===== config.mk =====
export PLATFORM = sky130hd
export DESIGN_NAME = rtsdf_ctrl
export DESIGN_NICKNAME = d
export VERILOG_FILES = /design/src/rtl/rtsdf_pkg.sv /design/src/rtl/rtsdf_ctrl.sv
export SDC_FILE = /design/constraint.sdc
export NUM_CORES = 1
export LEC_CHECK = 0
export ABC_AREA = 1
export BUFFER_PORTS_ARGS = -buffer_cell sky130_fd_sc_hd__buf_4
export CAP_MARGIN = 20
export CORE_ASPECT_RATIO = 1.5
export CORE_UTILIZATION = 40
export CTS_CLUSTER_DIAMETER = 150
export DETAILED_ROUTE_END_ITERATION = 16
export GPL_TIMING_DRIVEN = 1
export PLACE_DENSITY_LB_ADDON = 0.08
export REMOVE_ABC_BUFFERS = 1
export SLEW_MARGIN = 20
export SYNTH_ARGS = -nofsm -noshare
export SYNTH_HDL_FRONTEND = slang
export SYNTH_SLANG_ARGS = --single-unit

===== constraint.sdc =====
create_clock -name clk -period 2.75 [get_ports clk]
set_input_delay 0.1375 -clock clk [delete_from_list [all_inputs] [get_ports clk]]
set_output_delay 0.1375 -clock clk [all_outputs]
set_load 0.03 [all_outputs]

===== src/rtl/rtsdf_pkg.sv =====
`timescale 1ns / 1ps
`default_nettype none
package rtsdf_pkg;

  localparam int IMAGE_ROWS_DEF = 64;
  localparam int IMAGE_COLS_DEF = 1024;

  // Epoch tag stored next to each pixel distance
  localparam int TAG_W  = 8;
  localparam int DIST_W = 16;

  // Shared divider widths
  localparam int DIV_N = 53;
  localparam int DIV_D = 33;

  localparam logic [31:0] W32_MAX = 32'hFFFF_FFFF;

  // Register indexes
  localparam logic [2:0] REG_VOX_EDGE      = 3'd0;
  localparam logic [2:0] REG_MIN_RAY       = 3'd1;
  localparam logic [2:0] REG_MAX_RAY       = 3'd2;
  localparam logic [2:0] REG_MAX_WEIGHT    = 3'd3;
  localparam logic [2:0] REG_RAY_DENSITY   = 3'd4;
  localparam logic [2:0] REG_CARVING_ON    = 3'd5;
  localparam logic [2:0] REG_DROPOFF_ON    = 3'd6;
  localparam logic [2:0] REG_SPARSITY_GAIN = 3'd7;

  localparam logic [12:0] RST_VOX_EDGE      = 13'd102;
  localparam logic [15:0] RST_MIN_RAY       = 16'd102;
  localparam logic [15:0] RST_MAX_RAY       = 16'd10240;
  localparam logic [23:0] RST_MAX_WEIGHT    = 24'd2560000;
  localparam logic [31:0] RST_RAY_DENSITY   = 32'd256;
  localparam logic        RST_CARVING_ON    = 1'b1;
  localparam logic        RST_DROPOFF_ON    = 1'b1;
  localparam logic [11:0] RST_SPARSITY_GAIN = 12'd256;

  typedef enum logic [1:0] {
    REQ_CLEAR = 2'd0,
    REQ_POINT = 2'd1,
    REQ_VOXEL = 2'd2,
    REQ_RSVD  = 2'd3
  } req_t;

  typedef enum logic [4:0] {
    OP_NONE,
    OP_LATCH,
    OP_CLEAR,
    OP_RES_ZERO,
    OP_RES_SKIP,
    OP_READ,
    OP_PWRITE,
    OP_SDF,
    OP_OW_MAX,
    OP_DIV_RAY,
    OP_OW_RAY,
    OP_DROP_MUL,
    OP_DIV_DROP,
    OP_OW_DROP,
    OP_SPARSE,
    OP_MUL_A,
    OP_MUL_B,
    OP_SUM,
    OP_WEIGHT_ZERO,
    OP_DIV_FUSE,
    OP_FINAL,
    OP_SWEEP
  } dp_op_t;

  typedef struct packed {
    dp_op_t op;
    logic   div_start;
  } cmd_t;

  typedef struct packed {
    req_t req;
    logic in_image;
    logic dist_zero;
    logic ray_ok;
    logic d_zero;
    logic hit;
    logic behind;
    logic front_skip;
    logic drop_en;
    logic sparse_en;
    logic nw_zero;
    logic div_done;
    logic sweep_last;
    logic epoch_max;
  } stat_t;

endpackage
`default_nettype wire


===== src/rtl/rtsdf_ctrl.sv =====
`timescale 1ns / 1ps
`default_nettype none
module rtsdf_ctrl import rtsdf_pkg::*; (
  input  wire logic  clk,
  input  wire logic  rst,
  input  wire logic  start,
  input  wire stat_t stat,
  output cmd_t       cmd,
  output logic       busy,
  output logic       done
);

  typedef enum logic [3:0] {
    S_IDLE, S_DECODE, S_EVAL, S_CHECK, S_DIV_RAY, S_DROP, S_DROP_GO,
    S_DIV_DROP, S_SPARSE, S_MUL_A, S_MUL_B, S_SUM, S_FUSE_GO, S_DIV_FUSE,
    S_SWEEP
  } state_t;

  state_t state, state_next;
  logic   pend;
  logic   fin;

  assign busy = state != S_IDLE;

  always_comb begin
    state_next    = state;
    cmd.op        = OP_NONE;
    cmd.div_start = 1'b0;
    fin           = 1'b0;
    unique case (state)
      S_IDLE: begin
        if (start) begin
          cmd.op     = OP_LATCH;
          state_next = S_DECODE;
        end
      end
      S_DECODE: begin
        unique case (stat.req)
          REQ_CLEAR: begin
            if (stat.epoch_max) begin
              state_next = S_SWEEP;
            end else begin
              cmd.op = OP_CLEAR;
              fin    = 1'b1;
            end
          end
          REQ_POINT: begin
            if (stat.dist_zero || !stat.in_image) begin
              cmd.op = OP_RES_ZERO;
              fin    = 1'b1;
            end else begin
              cmd.op     = OP_READ;
              state_next = S_EVAL;
            end
          end
          REQ_VOXEL: begin
            if (!stat.ray_ok || !stat.in_image) begin
              cmd.op = OP_RES_SKIP;
              fin    = 1'b1;
            end else begin
              cmd.op     = OP_READ;
              state_next = S_EVAL;
            end
          end
          REQ_RSVD: begin
            cmd.op = OP_RES_ZERO;
            fin    = 1'b1;
          end
        endcase
      end
      S_EVAL: begin
        if (stat.req == REQ_POINT) begin
          cmd.op = OP_PWRITE;
          fin    = 1'b1;
        end else if (!stat.hit) begin
          cmd.op = OP_RES_SKIP;
          fin    = 1'b1;
        end else begin
          cmd.op     = OP_SDF;
          state_next = S_CHECK;
        end
      end
      S_CHECK: begin
        if (stat.behind || stat.front_skip) begin
          cmd.op = OP_RES_SKIP;
          fin    = 1'b1;
        end else if (stat.d_zero) begin
          cmd.op     = OP_OW_MAX;
          state_next = S_DROP;
        end else begin
          cmd.op        = OP_DIV_RAY;
          cmd.div_start = 1'b1;
          state_next    = S_DIV_RAY;
        end
      end
      S_DIV_RAY: begin
        if (stat.div_done) begin
          cmd.op     = OP_OW_RAY;
          state_next = S_DROP;
        end
      end
      S_DROP: begin
        if (stat.drop_en) begin
          cmd.op     = OP_DROP_MUL;
          state_next = S_DROP_GO;
        end else begin
          state_next = S_SPARSE;
        end
      end
      S_DROP_GO: begin
        cmd.op        = OP_DIV_DROP;
        cmd.div_start = 1'b1;
        state_next    = S_DIV_DROP;
      end
      S_DIV_DROP: begin
        if (stat.div_done) begin
          cmd.op     = OP_OW_DROP;
          state_next = S_SPARSE;
        end
      end
      S_SPARSE: begin
        if (stat.sparse_en) begin
          cmd.op = OP_SPARSE;
        end
        state_next = S_MUL_A;
      end
      S_MUL_A: begin
        cmd.op     = OP_MUL_A;
        state_next = S_MUL_B;
      end
      S_MUL_B: begin
        cmd.op     = OP_MUL_B;
        state_next = S_SUM;
      end
      S_SUM: begin
        if (stat.nw_zero) begin
          cmd.op = OP_WEIGHT_ZERO;
          fin    = 1'b1;
        end else begin
          cmd.op     = OP_SUM;
          state_next = S_FUSE_GO;
        end
      end
      S_FUSE_GO: begin
        cmd.op        = OP_DIV_FUSE;
        cmd.div_start = 1'b1;
        state_next    = S_DIV_FUSE;
      end
      S_DIV_FUSE: begin
        if (stat.div_done) begin
          cmd.op = OP_FINAL;
          fin    = 1'b1;
        end
      end
      S_SWEEP: begin
        cmd.op = OP_SWEEP;
        if (stat.sweep_last) begin
          state_next = S_IDLE;
          fin        = pend;
        end
      end
    endcase
    if (fin) begin
      state_next = S_IDLE;
    end
  end

  always_ff @(posedge clk) begin
    if (rst) begin
      state <= S_SWEEP;
      pend  <= 1'b0;
      done  <= 1'b0;
    end else begin
      state <= state_next;
      done  <= fin;
      if (state == S_DECODE && state_next == S_SWEEP) begin
        pend <= 1'b1;
      end else if (state == S_SWEEP && stat.sweep_last) begin
        pend <= 1'b0;
      end
    end
  end

endmodule
`default_nettype wire


==> flow_summary.yaml <==
critical_path:
  setup.worst_path.start_class: "flip-flop"
  cp_cell_sequence: "nand2_2 > nor2_1 > nand2_1 > o21ai_0 > nor2_1 > nand3_1 > buf_4"
  r2r_slack_ns: 1.28
  cp.required_ns: 2.61
  path_class: "flip-flop to output pin"
  critPathMaxStageDelay_ns: 0.56
  path_delay_family: "simple AND/OR/NAND/NOR gates"
  critPathBufInv: 1
  path_max_fanout: 8
  cp.arrival_ns: 1.74
  cp-end-kind: "output pin"
  crit_path_top_delay_cell: "dfxtp_1"
  crit_top_cell: "nor2_1"
place:
  dpl.hpwl_microns: 2123
  port_buffers: 25
  placed_cells_incl_taps: 199
  routabilityCongestion: 0.9422
cts:
  cts_setup_buffers: 0
  root_buffer: "clkbuf_4"
  cts_htree_levels: 1
  cts_inserted_buffers: 3
  clk_path_buf_depth: 2
  clk_latency_ns: 0.24
  clock-sinks: 6
  clk_pin_slew_ns: 0.04
  ctsResizeCount: 0
  cts_hold_buffers: 0
  cts_tree: "done"
timing:
  slew_violations: 0
  fmax_mhz: 531.4
  relSlewSlack_pct: 67.36
  fin_crit_sh_pct: 68.43
  tightest_slew_ns: 0.4886
  setup_tns_ns: 0
  hold_viol: 0
  setup_violations: 0
  fin_skew_ns: 0.004429
  period_needed_ns: 1.882
  rsz0062_at_grt: "no"
drt:
  wl_per_cell_microns: 12.22
  wl_microns: 2468
  wl_met3_microns: 127
  drt-vias-per-instance: 5.322
  dr.max_layer_used: "met4"
  wl_met2_microns: 1342
  vias: 1075
  dr.pass1.iters: 4
  drt_iter0_drc: 38
  met1_length_microns: 909
  antenna_left: 0
  drc: 0
global_routing:
  grt.total_usage_pct: 24.83
  antenna_found_initial: 0
  grt_pass1_vias: 1051
  overflow: 0
  grt_max_degree: 9
  grt_pass1_wl_microns: 4015
cells_and_area:
  antenna_cells: 0
  instances_no_fill: 202
  post-route-util_pct: 55.47
  mostFrequentLayoutCell: "nand2_1"
  drive_gt1_share_pct: 24.86
  multi_input_comb_area_sq_um: 574.3
  nets: 201
  fillers: 202
  final_cell_mix: "nand2_1 (45), nor2_1 (27), buf_4 (25), inv_1 (19), nand3_1 (11)"
  seqCellArea_sq_um: 120.1
  areaGrowthSynthToFinish_pct: 28.64
yosys:
  synthCells: 154
  synth_top_area_share_pct: 21.13
  synth_cell_types: 23
  netlist_area_sq_um: 799.5
  synth_area_leader_cell: "nand2_1"
  syn_area_per_cell_sq_um: 5.192
  yosysSeqAreaShare_pct: 15.02
  yosysWarningCount: 0
  synth-seq-cells: 6
  yosys-top-cells-area: "nand2_1 (21%), dfxtp_1 (15%), nor2_1 (13%)"
pwr:
  max-vdd-ir-drop_v: 0.0005088
  cellPowerDensity_nw_per_um2: 1013
  leakagePower_nw: 0.5908
  power_w: 0.001042
floorplan:
  pin_count: 26
  rows: 19
  fp.dieH_microns: 56.76
  coreArea_sq_um: 1854
  start_util_pct: 43.12
  die-area_sq_um: 2185
  die_x_microns: 38.51
worst_hold_path:
  hp-class: "input port to flip-flop"
run:
  drv_cap: 0
status:
  status: "finished clean"
registers in the layout (all words and copies together) (netlist names):
| register | flops |
|---|---|
| done | 1 |
| pend | 1 |
| state | 4 |
area by class of cell:
type | count | area share [%]
multi-input cells | 121 | 55.84
repair buffers | 25 | 18.25
flip-flops and latches | 6 | 11.68
inverters | 26 | 9.489
well taps | 21 | 2.555
clock buffers | 3 | 2.190
stage by stage:
stage / hold WS [ns] / setup slack [ns] / area [sq um]
6_report: 0.07127 / 0.8682 / 1028
5_1_grt: 0.07521 / 0.7421 / 1028
4_1_cts: 0.06247 / 0.8891 / 1028
3_5_place_dp: 0.3187 / 1.152 / 1006
3_3_place_gp: 0.3114 / 1.194 / 1006
2_1_floorplan: 0.2066 / 1.223 / 792.0
path summary, 6_finish.rpt:
| check | from | end | cells past startpoint |
|---|---|---|---|
| hold reg to reg | pend | pend | 2 |
| setup / recovery | state[0] | cmd[1] | 7 |
| setup reg to reg | state[0] | state[1] | 7 |
| hold / removal | rst | pend | 2 |
routing by layer:
layer  track usage [%]  vias to the layer above
met5                 0                        -
met4             16.26                        0
li1                  -                      542
met2             42.62                       49
met3             2.767                       10
met1             26.41                      474
power by group:
| group | switching [W] | total, W | internal [W] |
|---|---|---|---|
| sequential | 0.0000456 | 0.000162 | 0.000116 |
| combinational | 0.000525 | 0.000801 | 0.000277 |
| clock | 0.0000294 | 0.0000786 | 0.0000492 |
| total | 0.000600 | 0.00104 | 0.000442 |
cell usage after synthesis, drive strengths merged:
cell and number:
nand3b 1, nor3b 2, o21ai 8, a21oi 5, inv 26, and2 2, nor2 32, nand4 5
nor3 1, nand2 47, a31oi 1, a22oi 1, nand3 13, buf 1, dfxtp 6, o211ai 3
logic make-up after synthesis:
group                  Yosys count  share of synthesized area, %
and+or+nand+nor                103                         59.15
buffers and inverters           27                         13.15
AOI/OAI and AO/OA               18                         12.68
DFF                              6                         15.02
(Power assumes the default switching activity.)
